## src/psarl_pkg.sv

```systemverilog
// ----------------------------------------------------------------------------
// psarl_pkg
// Shared types and constants of the per-source accept rate limiter: the
// controller state, the command and status groups, and register indexes.
// ----------------------------------------------------------------------------
package psarl_pkg;

    localparam int BUCKET_SLOTS_DEF = 16;

    localparam int FAMILY_W = 2;
    localparam int ADDR_W   = 64;
    localparam int TIME_W   = 32;
    localparam int COUNT_W  = 16;
    localparam int CFG_IDX_W  = 2;
    localparam int CFG_DATA_W = 32;

    localparam logic [FAMILY_W-1:0] FAMILY_NONE = 2'd0;
    localparam logic [FAMILY_W-1:0] FAMILY_IPV4 = 2'd1;
    localparam logic [FAMILY_W-1:0] FAMILY_IPV6 = 2'd2;

    localparam logic [CFG_IDX_W-1:0] REG_WINDOW_LENGTH  = 2'd0;
    localparam logic [CFG_IDX_W-1:0] REG_MAX_PER_WINDOW = 2'd1;

    localparam logic [TIME_W-1:0]  WINDOW_LENGTH_RESET  = 32'd1000;
    localparam logic [COUNT_W-1:0] MAX_PER_WINDOW_RESET = 16'd10;

    typedef enum logic [2:0] {
        ST_IDLE,
        ST_SCAN,
        ST_UPDATE,
        ST_INSERT,
        ST_FINISH
    } state_t;

    typedef struct packed {
        logic load_req;
        logic scan_step;
        logic do_update;
        logic do_insert;
        logic load_out;
    } cmd_t;

    typedef struct packed {
        logic req_special;
        logic hit;
        logic last;
        logic out_busy;
    } status_t;

endpackage

```

## src/per_source_accept_rate_limiter_core.sv

```systemverilog
// ----------------------------------------------------------------------------
// per_source_accept_rate_limiter_core
// Fixed-window connection rate limiter keyed by source address.
// ----------------------------------------------------------------------------
// Each request transaction carries an address family, a 128-bit source
// address and a millisecond timestamp; one result transaction answers
// allow (1) or deny (0). The block holds BUCKET_SLOTS buckets and walks
// them one slot per cycle through a single compare/elapsed-time unit, so a
// request that matches a slot ends the walk there and updates its bucket,
// a new address walks every slot and is then inserted, and an unspecified
// address (family none, unknown family or an all-zero address) skips the
// walk and leaves the table untouched. One request is in work at a time;
// a finished result sits in an output register, so the next request is
// taken while the sink still stalls. Reset empties the table at once.
// The user must write window_length (index 0) and max_per_window (index 1)
// on the cfg port only while the block is idle; the block itself does not
// enforce this.
// ----------------------------------------------------------------------------
module per_source_accept_rate_limiter_core
#(
    parameter int BUCKET_SLOTS = psarl_pkg::BUCKET_SLOTS_DEF
)
(
    input  logic                              clk,
    input  logic                              rst_n,
    // configuration write port
    input  logic                              cfg_we,
    input  logic [psarl_pkg::CFG_IDX_W-1:0]   cfg_index,
    input  logic [psarl_pkg::CFG_DATA_W-1:0]  cfg_data,
    // request channel
    input  logic                              in_valid,
    output logic                              in_stall,
    input  logic [psarl_pkg::FAMILY_W-1:0]    addr_family,
    input  logic [psarl_pkg::ADDR_W-1:0]      addr_high,
    input  logic [psarl_pkg::ADDR_W-1:0]      addr_low,
    input  logic [psarl_pkg::TIME_W-1:0]      now_ms,
    // result channel
    output logic                              out_valid,
    input  logic                              out_stall,
    output logic                              allowed
);

    // commands from the sequencer, status back from the datapath
    psarl_pkg::cmd_t    cmd;
    psarl_pkg::status_t sts;

    // sequencer: accept, walk the table, write back, hand off the result
    psarl_ctrl u_ctrl
    (
        .clk      (clk),
        .rst_n    (rst_n),
        .in_valid (in_valid),
        .in_stall (in_stall),
        .sts      (sts),
        .cmd      (cmd)
    );

    // datapath: registers, bucket table, scan trackers, output register
    psarl_dpath
    #(
        .BUCKET_SLOTS (BUCKET_SLOTS)
    )
    u_dpath
    (
        .clk         (clk),
        .rst_n       (rst_n),
        .cfg_we      (cfg_we),
        .cfg_index   (cfg_index),
        .cfg_data    (cfg_data),
        .addr_family (addr_family),
        .addr_high   (addr_high),
        .addr_low    (addr_low),
        .now_ms      (now_ms),
        .out_valid   (out_valid),
        .out_stall   (out_stall),
        .allowed     (allowed),
        .cmd         (cmd),
        .sts         (sts)
    );

endmodule

```

## src/psarl_ctrl.sv

```systemverilog
// ----------------------------------------------------------------------------
// psarl_ctrl
// Rate limiter sequencer: takes a transaction, walks the table one slot
// per cycle, updates or inserts, hands it on; specials skip walk and write.
// ----------------------------------------------------------------------------
module psarl_ctrl
(
    input  logic               clk,
    input  logic               rst_n,
    input  logic               in_valid,
    output logic               in_stall,
    input  psarl_pkg::status_t sts,
    output psarl_pkg::cmd_t    cmd
);

    psarl_pkg::state_t state_reg;
    psarl_pkg::state_t state_next;

    always_ff @(posedge clk or negedge rst_n)
    begin
        if (!rst_n)
        begin
            state_reg <= psarl_pkg::ST_IDLE;
        end
        else
        begin
            state_reg <= state_next;
        end
    end

    always_comb
    begin
        state_next = state_reg;
        cmd        = '0;
        in_stall   = 1'b1;
        case (state_reg)
            psarl_pkg::ST_IDLE:
            begin
                in_stall = 1'b0;
                if (in_valid)
                begin
                    cmd.load_req = 1'b1;
                    state_next   = sts.req_special ? psarl_pkg::ST_FINISH
                                                   : psarl_pkg::ST_SCAN;
                end
            end
            psarl_pkg::ST_SCAN:
            begin
                cmd.scan_step = 1'b1;
                if (sts.hit)
                begin
                    state_next = psarl_pkg::ST_UPDATE;
                end
                else if (sts.last)
                begin
                    state_next = psarl_pkg::ST_INSERT;
                end
            end
            psarl_pkg::ST_UPDATE:
            begin
                cmd.do_update = 1'b1;
                state_next    = psarl_pkg::ST_FINISH;
            end
            psarl_pkg::ST_INSERT:
            begin
                cmd.do_insert = 1'b1;
                state_next    = psarl_pkg::ST_FINISH;
            end
            psarl_pkg::ST_FINISH:
            begin
                if (!sts.out_busy)
                begin
                    cmd.load_out = 1'b1;
                    state_next   = psarl_pkg::ST_IDLE;
                end
            end
            default:
            begin
                state_next = psarl_pkg::ST_IDLE;
            end
        endcase
    end

    // never overwrite a result that the sink still holds
    a_no_overwrite: assert property (@(posedge clk) disable iff (!rst_n)
        cmd.load_out |-> !sts.out_busy)
        else $error("result loaded while output held");

    // unspecified address skips the table walk
    a_special_skip: assert property (@(posedge clk) disable iff (!rst_n)
        (cmd.load_req && sts.req_special) |=> (state_reg == psarl_pkg::ST_FINISH))
        else $error("special request entered table walk");

    // a miss on the last slot always inserts
    a_miss_insert: assert property (@(posedge clk) disable iff (!rst_n)
        (state_reg == psarl_pkg::ST_SCAN && sts.last && !sts.hit)
        |=> (state_reg == psarl_pkg::ST_INSERT))
        else $error("table walk ended without insert");

    // table writes are followed by the result hand-off
    a_write_then_finish: assert property (@(posedge clk) disable iff (!rst_n)
        (cmd.do_update || cmd.do_insert) |=> (state_reg == psarl_pkg::ST_FINISH))
        else $error("table write not followed by finish");

endmodule

```

## src/psarl_dpath.sv

```systemverilog
// ----------------------------------------------------------------------------
// psarl_dpath
// Datapath of the rate limiter: configuration registers, request capture,
// bucket table, scan trackers and the output register.
// ----------------------------------------------------------------------------
module psarl_dpath
#(
    parameter int BUCKET_SLOTS = psarl_pkg::BUCKET_SLOTS_DEF
)
(
    input  logic                                clk,
    input  logic                                rst_n,
    input  logic                                cfg_we,
    input  logic [psarl_pkg::CFG_IDX_W-1:0]     cfg_index,
    input  logic [psarl_pkg::CFG_DATA_W-1:0]    cfg_data,
    input  logic [psarl_pkg::FAMILY_W-1:0]      addr_family,
    input  logic [psarl_pkg::ADDR_W-1:0]        addr_high,
    input  logic [psarl_pkg::ADDR_W-1:0]        addr_low,
    input  logic [psarl_pkg::TIME_W-1:0]        now_ms,
    output logic                                out_valid,
    input  logic                                out_stall,
    output logic                                allowed,
    input  psarl_pkg::cmd_t                     cmd,
    output psarl_pkg::status_t                  sts
);

    localparam int IDX_W = (BUCKET_SLOTS > 1) ? $clog2(BUCKET_SLOTS) : 1;
    localparam logic [IDX_W-1:0] LAST_IDX = IDX_W'(BUCKET_SLOTS - 1);

    // configuration
    logic [psarl_pkg::TIME_W-1:0]  window_length_reg;
    logic [psarl_pkg::COUNT_W-1:0] max_per_window_reg;

    always_ff @(posedge clk or negedge rst_n)
    begin
        if (!rst_n)
        begin
            window_length_reg  <= psarl_pkg::WINDOW_LENGTH_RESET;
            max_per_window_reg <= psarl_pkg::MAX_PER_WINDOW_RESET;
        end
        else if (cfg_we)
        begin
            if (cfg_index == psarl_pkg::REG_WINDOW_LENGTH)
            begin
                window_length_reg <= cfg_data;
            end
            else if (cfg_index == psarl_pkg::REG_MAX_PER_WINDOW)
            begin
                max_per_window_reg <= cfg_data[psarl_pkg::COUNT_W-1:0];
            end
        end
    end

    // request capture; IPv4 keeps only the low 32 address bits
    logic [psarl_pkg::ADDR_W-1:0] norm_high;
    logic [psarl_pkg::ADDR_W-1:0] norm_low;

    always_comb
    begin
        norm_high = addr_high;
        norm_low  = addr_low;
        if (addr_family == psarl_pkg::FAMILY_IPV4)
        begin
            norm_high = '0;
            norm_low  = {32'd0, addr_low[31:0]};
        end
    end

    assign sts.req_special = ((addr_family != psarl_pkg::FAMILY_IPV4) &&
                              (addr_family != psarl_pkg::FAMILY_IPV6)) ||
                             ((norm_high == '0) && (norm_low == '0));

    logic [psarl_pkg::FAMILY_W-1:0] req_family_reg;
    logic [psarl_pkg::ADDR_W-1:0]   req_high_reg;
    logic [psarl_pkg::ADDR_W-1:0]   req_low_reg;
    logic [psarl_pkg::TIME_W-1:0]   req_now_reg;

    always_ff @(posedge clk)
    begin
        if (cmd.load_req)
        begin
            req_family_reg <= addr_family;
            req_high_reg   <= norm_high;
            req_low_reg    <= norm_low;
            req_now_reg    <= now_ms;
        end
    end

    // bucket table
    logic [psarl_pkg::FAMILY_W-1:0] bucket_family_reg [BUCKET_SLOTS];
    logic [psarl_pkg::ADDR_W-1:0]   bucket_high_reg   [BUCKET_SLOTS];
    logic [psarl_pkg::ADDR_W-1:0]   bucket_low_reg    [BUCKET_SLOTS];
    logic [psarl_pkg::TIME_W-1:0]   bucket_start_reg  [BUCKET_SLOTS];
    logic [psarl_pkg::COUNT_W-1:0]  bucket_count_reg  [BUCKET_SLOTS];

    // scan state
    logic [IDX_W-1:0]              scan_idx_reg;
    logic                          empty_found_reg;
    logic [IDX_W-1:0]              empty_idx_reg;
    logic                          exp_found_reg;
    logic [IDX_W-1:0]              exp_idx_reg;
    logic [IDX_W-1:0]              victim_idx_reg;
    logic [psarl_pkg::TIME_W-1:0]  best_elapsed_reg;
    logic [IDX_W-1:0]              hit_idx_reg;
    logic                          hit_exp_reg;

    logic [psarl_pkg::FAMILY_W-1:0] cur_family;
    logic [psarl_pkg::TIME_W-1:0]   cur_elapsed;
    logic                           cur_expired;

    assign cur_family  = bucket_family_reg[scan_idx_reg];
    assign cur_elapsed = req_now_reg - bucket_start_reg[scan_idx_reg];
    assign cur_expired = (cur_elapsed >= window_length_reg);

    assign sts.hit  = (cur_family != psarl_pkg::FAMILY_NONE) &&
                      (cur_family == req_family_reg) &&
                      (bucket_high_reg[scan_idx_reg] == req_high_reg) &&
                      (bucket_low_reg[scan_idx_reg] == req_low_reg);
    assign sts.last = (scan_idx_reg == LAST_IDX);

    always_ff @(posedge clk or negedge rst_n)
    begin
        if (!rst_n)
        begin
            scan_idx_reg    <= '0;
            empty_found_reg <= 1'b0;
            exp_found_reg   <= 1'b0;
        end
        else if (cmd.load_req)
        begin
            scan_idx_reg    <= '0;
            empty_found_reg <= 1'b0;
            exp_found_reg   <= 1'b0;
        end
        else if (cmd.scan_step)
        begin
            scan_idx_reg <= scan_idx_reg + IDX_W'(1);
            if (cur_family == psarl_pkg::FAMILY_NONE)
            begin
                empty_found_reg <= 1'b1;
            end
            else if (cur_expired)
            begin
                exp_found_reg <= 1'b1;
            end
        end
    end

    always_ff @(posedge clk)
    begin
        if (cmd.scan_step)
        begin
            hit_idx_reg <= scan_idx_reg;
            hit_exp_reg <= cur_expired;
            if (cur_family == psarl_pkg::FAMILY_NONE && !empty_found_reg)
            begin
                empty_idx_reg <= scan_idx_reg;
            end
            if (cur_family != psarl_pkg::FAMILY_NONE && cur_expired && !exp_found_reg)
            begin
                exp_idx_reg <= scan_idx_reg;
            end
            // victim search starts at slot zero; move only on a strictly older window
            if (scan_idx_reg == '0)
            begin
                victim_idx_reg   <= '0;
                best_elapsed_reg <= cur_elapsed;
            end
            else if (cur_family != psarl_pkg::FAMILY_NONE &&
                     cur_elapsed > best_elapsed_reg)
            begin
                victim_idx_reg   <= scan_idx_reg;
                best_elapsed_reg <= cur_elapsed;
            end
        end
    end

    // update of a matching bucket
    logic [psarl_pkg::COUNT_W-1:0] upd_count_base;
    logic                          upd_deny;
    logic [psarl_pkg::COUNT_W-1:0] upd_count;
    logic [IDX_W-1:0]              ins_idx;

    assign upd_count_base = hit_exp_reg ? '0 : bucket_count_reg[hit_idx_reg];
    assign upd_deny       = (upd_count_base >= max_per_window_reg);
    assign upd_count      = upd_deny ? upd_count_base
                                     : upd_count_base + psarl_pkg::COUNT_W'(1);
    assign ins_idx        = empty_found_reg ? empty_idx_reg :
                            exp_found_reg   ? exp_idx_reg   : victim_idx_reg;

    always_ff @(posedge clk or negedge rst_n)
    begin
        if (!rst_n)
        begin
            for (int i = 0; i < BUCKET_SLOTS; i++)
            begin
                bucket_family_reg[i] <= psarl_pkg::FAMILY_NONE;
            end
        end
        else if (cmd.do_insert)
        begin
            bucket_family_reg[ins_idx] <= req_family_reg;
        end
    end

    always_ff @(posedge clk)
    begin
        if (cmd.do_update)
        begin
            if (hit_exp_reg)
            begin
                bucket_start_reg[hit_idx_reg] <= req_now_reg;
            end
            bucket_count_reg[hit_idx_reg] <= upd_count;
        end
        else if (cmd.do_insert)
        begin
            bucket_high_reg[ins_idx]  <= req_high_reg;
            bucket_low_reg[ins_idx]   <= req_low_reg;
            bucket_start_reg[ins_idx] <= req_now_reg;
            bucket_count_reg[ins_idx] <= psarl_pkg::COUNT_W'(1);
        end
    end

    // result and output register
    logic pending_allow_reg;
    logic out_valid_reg;
    logic allowed_reg;

    always_ff @(posedge clk)
    begin
        if (cmd.load_req || cmd.do_insert)
        begin
            pending_allow_reg <= 1'b1;
        end
        else if (cmd.do_update)
        begin
            pending_allow_reg <= !upd_deny;
        end
        if (cmd.load_out)
        begin
            allowed_reg <= pending_allow_reg;
        end
    end

    always_ff @(posedge clk or negedge rst_n)
    begin
        if (!rst_n)
        begin
            out_valid_reg <= 1'b0;
        end
        else if (cmd.load_out)
        begin
            out_valid_reg <= 1'b1;
        end
        else if (!out_stall)
        begin
            out_valid_reg <= 1'b0;
        end
    end

    assign sts.out_busy = out_valid_reg && out_stall;
    assign out_valid    = out_valid_reg;
    assign allowed      = allowed_reg;

endmodule

```

## config.mk

```make
export PLATFORM = sky130hd
export DESIGN_NAME = per_source_accept_rate_limiter_core
export DESIGN_NICKNAME = d
export VERILOG_FILES = /design/src/psarl_pkg.sv /design/src/per_source_accept_rate_limiter_core.sv /design/src/psarl_ctrl.sv /design/src/psarl_dpath.sv
export SDC_FILE = /design/constraint.sdc
export NUM_CORES = 2
export LEC_CHECK = 0
export BUFFER_PORTS_ARGS = -buffer_cell sky130_fd_sc_hd__buf_2
export CAP_MARGIN = 20
export CORE_AREA = 3 3 383 668
export CTS_BUF_LIST = sky130_fd_sc_hd__clkbuf_8
export DETAILED_ROUTE_END_ITERATION = 10
export DIE_AREA = 0 0 386 671
export HOLD_SLACK_MARGIN = 0.12
export PLACE_DENSITY = 0.65
export SETUP_SLACK_MARGIN = 0.1
export SYNTH_ARGS = -nofsm -noshare
export SYNTH_HDL_FRONTEND = slang
export SYNTH_SLANG_ARGS = --single-unit
```

## constraint.sdc

```tcl
create_clock -name clk -period 9.7 [get_ports clk]
set_input_delay 0.97 -clock clk [delete_from_list [all_inputs] [get_ports clk]]
set_output_delay 0.97 -clock clk [all_outputs]
set_load 0.1 [all_outputs]
```

==> impl_metrics.toml <==
[synth]
yosysTopAreaCellShare = 0.7267
syn_inst = 6156
synth_edf_count = 3028
yosysSeqAreaShare = 0.7456
ys_ff_latch = 3123
yosysWarnings = 0
synth_common_cells = "edfxtp_1, mux4_2, mux2i_1, nand2_1, nor2_1"
syn_nets = 6473
avgSynthCellArea_um2 = 20.32
async_flop_share = 0.02882
synth_area_leaders = "edfxtp_1, mux4_2, mux2i_1, dfrtp_1, ha_1"
ys.flop_type = "edfxtp_1"
yosysTopAreaCell = "edfxtp_1"
synth.most_common_cell = "edfxtp_1"
synth_cell_type_count = 93
synth_area_um2 = 125100

[floorplan]
rows = 243
initial_core_util = 0.4988
die-area_um2 = 259000
die_w_um = 386
core_area_um2 = 250800
dieHeight_um = 671
ios = 204

[sta]
max_freq_mhz = 129.6
rsz0062_at_grt = "no"
worstMarginPinSlew_ns = 1.276
setup-tns-final_ns = 0
finalCriticalPeriod_ns = 7.716
fin_worst_skew_ns = 0.09317
slew-limit-headroom = 0.1478
finalCritPeriodShare = 0.7954
worst_slack_ns = 1.984
hold_viol = 0
finalMaxSlewViolations = 0
setup_viol = 0

[final_layout]
syn2layout_area_growth_pct = 11.83
design_area_um2 = 139900
nFillCells = 19040
fin_nets = 7078
drive_gt1_frac = 0.2538

[routing]
wl_per_cell_um = 34.18
post_drt_via_cell_ratio = 6.286
drt-met1-wl_um = 124400
detail-route-antenna-nets = 0
wl_met2_um = 180400
totalWireLength_um = 356600
post-route-drc-count = 0
vias = 65580
drtIter0Drc = 7816
dr.pass1.iters = 6
dr_wl_met3_um = 28940
highest_layer = "met5"

[global_route]
gr-usage-all-layers = 0.2756
grt_pass1_wl_um = 502100
grt_max_degree = 104
antenna_found_initial = 33
grt.overflow.total = 0
grt_pass1_vias = 67510

[cts]
cts-hold-fix-buffers = 55
clkLatencyLatePin_ns = 1.02
clockBufferDepth = 4
htree_levels = 5
cts_made_buffers = 439
cts_resized = 0
cts_sinks = 3123
cts_setup_buffers = 0
clk_pin_slew_ns = 0.07
cts_tree = "built"
ctsRootBufferMaster = "clkbuf_8"

[setup_path]
cp.required_ns = 10.29
critPathLaunchType = "flop"
end_kind = "flop"
crit_arrival_ns = 8.31
crit_fanout = 38
critical_path_class = "reg -> reg"
reg2regPathDepth = 22

[run]
maxCapViolCount = 0

[pwr]
total_power_mw = 37.66
peakVddDrop_mv = 0.1830
leakagePower_nw = 46.06
power_density_nw_per_um2 = 269.2

[place]
place_hpwl_um = 210100
place_area_um2 = 130600
dpl_worst_slack_ns = 2.071
gp_congestion = 0.9733
port_buffers = 203

[run_status]
status = "finished, final reports clean"

[min_path]
holdCritPathClass = "in -> reg"
hold_path_depth = 1
layout by cell type, fill, tap and decap left out, drive strengths merged, types with 9 or more instances in the layout:
| cell | instances |
|---|---|
| a211oi | 21 |
| a21o | 52 |
| a21oi | 101 |
| a221oi | 25 |
| a22o | 17 |
| a22oi | 37 |
| a31oi | 26 |
| and3 | 24 |
| buf | 381 |
| bufinv | 34 |
| clkbuf | 459 |
| clkinv | 181 |
| clkinvlp | 11 |
| dfrtp | 82 |
| diode | 11 |
| dlygate4sd3 | 55 |
| edfxtp | 3028 |
| ha | 115 |
| inv | 280 |
| mux2 | 68 |
| mux2i | 226 |
| mux4 | 719 |
| nand2 | 206 |
| nand2b | 16 |
| nand3 | 33 |
| nand4 | 31 |
| nor2 | 173 |
| nor2b | 121 |
| nor3 | 33 |
| nor4 | 62 |
| o2111ai | 10 |
| o211ai | 14 |
| o21a | 9 |
| o21ai | 122 |
| o22ai | 42 |
| or3 | 9 |
| xnor2 | 97 |
| xor2 | 58 |
critical path: stages, from the launching register on:
cell       delay [ns]
dfrtp_4          0.94
mux4_2           0.59
mux4_2           0.48
ha_1             0.24
fa_1             0.44
nor2b_1          0.11
o21ai_0          0.09
a21boi_0         0.39
o2111ai_1        0.30
a31oi_1          0.47
a311o_1          0.42
a21oi_1          0.24
o21bai_1         0.30
or4_1            0.17
nand3_1          0.15
ha_1             0.32
nand4_1          0.12
nor2_1           0.18
nand4_1          0.14
o21ai_0          0.18
o211ai_1         0.16
a21oi_4          0.43
buf_4            0.44
layer usage:
layer / up-vias / GRT usage
li1: 26620 / -
met1: 34620 / 0.3401
met2: 3517 / 0.4645
met3: 802 / 0.04622
met4: 20 / 0.1494
met5: - / 0
where the power goes:
part,switching (mW),internal (mW)
registers,0.808,16.0
logic,6.33,4.22
clock network,5.03,5.29
cells by family (layout without fill, tap and decap cells):
| logic type | count (synthesis) | after routing | synth area share |
|---|---|---|---|
| flops | 3123 | 3123 | 0.7456 |
| xor+xnor | 155 | 155 | 0.01085 |
| other cells | 0 | 11 | 0 |
| buf+inv | 443 | 1402 | 0.01792 |
| mux | 1013 | 1013 | 0.1542 |
| fa+ha+maj | 116 | 116 | 0.01166 |
| compound gates | 560 | 560 | 0.03028 |
| simple gates | 746 | 746 | 0.02947 |
path summary, 6_finish.rpt:
path                                                          start                                        end  slack (ns)
worst max-delay path            u_dpath.scan_idx_reg[0]$_DFFE_PN0P_     u_dpath.best_elapsed_reg[18]$_DFFE_PP_        1.98
worst min-delay path                                   addr_low[25]          u_dpath.req_low_reg[25]$_DFFE_PP_        0.22
worst max register to register  u_dpath.scan_idx_reg[0]$_DFFE_PN0P_     u_dpath.best_elapsed_reg[18]$_DFFE_PP_        1.98
worst min register to register     u_dpath.hit_idx_reg[2]$_DFFE_PP_                                       flop        0.48
max in group asynchronous                                     rst_n  u_dpath.window_length_reg[18]$_DFFE_PN0P_        7.72
min in group asynchronous                                     rst_n  u_dpath.bucket_family_reg[29]$_DFFE_PN0P_        0.67
metrics by stage:
step           cells  hold WS, ns    util
6_report       10430       0.2179  0.5578
5_1_grt        10430       0.1525  0.5577
4_1_cts        10420       0.1216  0.5575
3_5_place_dp    9567       0.4771  0.5207
3_3_place_gp    9557       0.4734  0.5203
2_1_floorplan   6156       0.4093       -
final cells by class:
class                   instances  area, um2  share of cell area
flip-flops and latches       3123      93310              0.6669
multi-input cells            2590      29910              0.2138
clock buffers                 457       6290             0.04495
well taps                    3307       4138             0.02957
repair buffers                439       3208             0.02293
clock inverters               338       2385             0.01704
inverters                     168      645.6            0.004614
diodes                         11      27.53           0.0001967
Power figures use the tool's default switching activity.
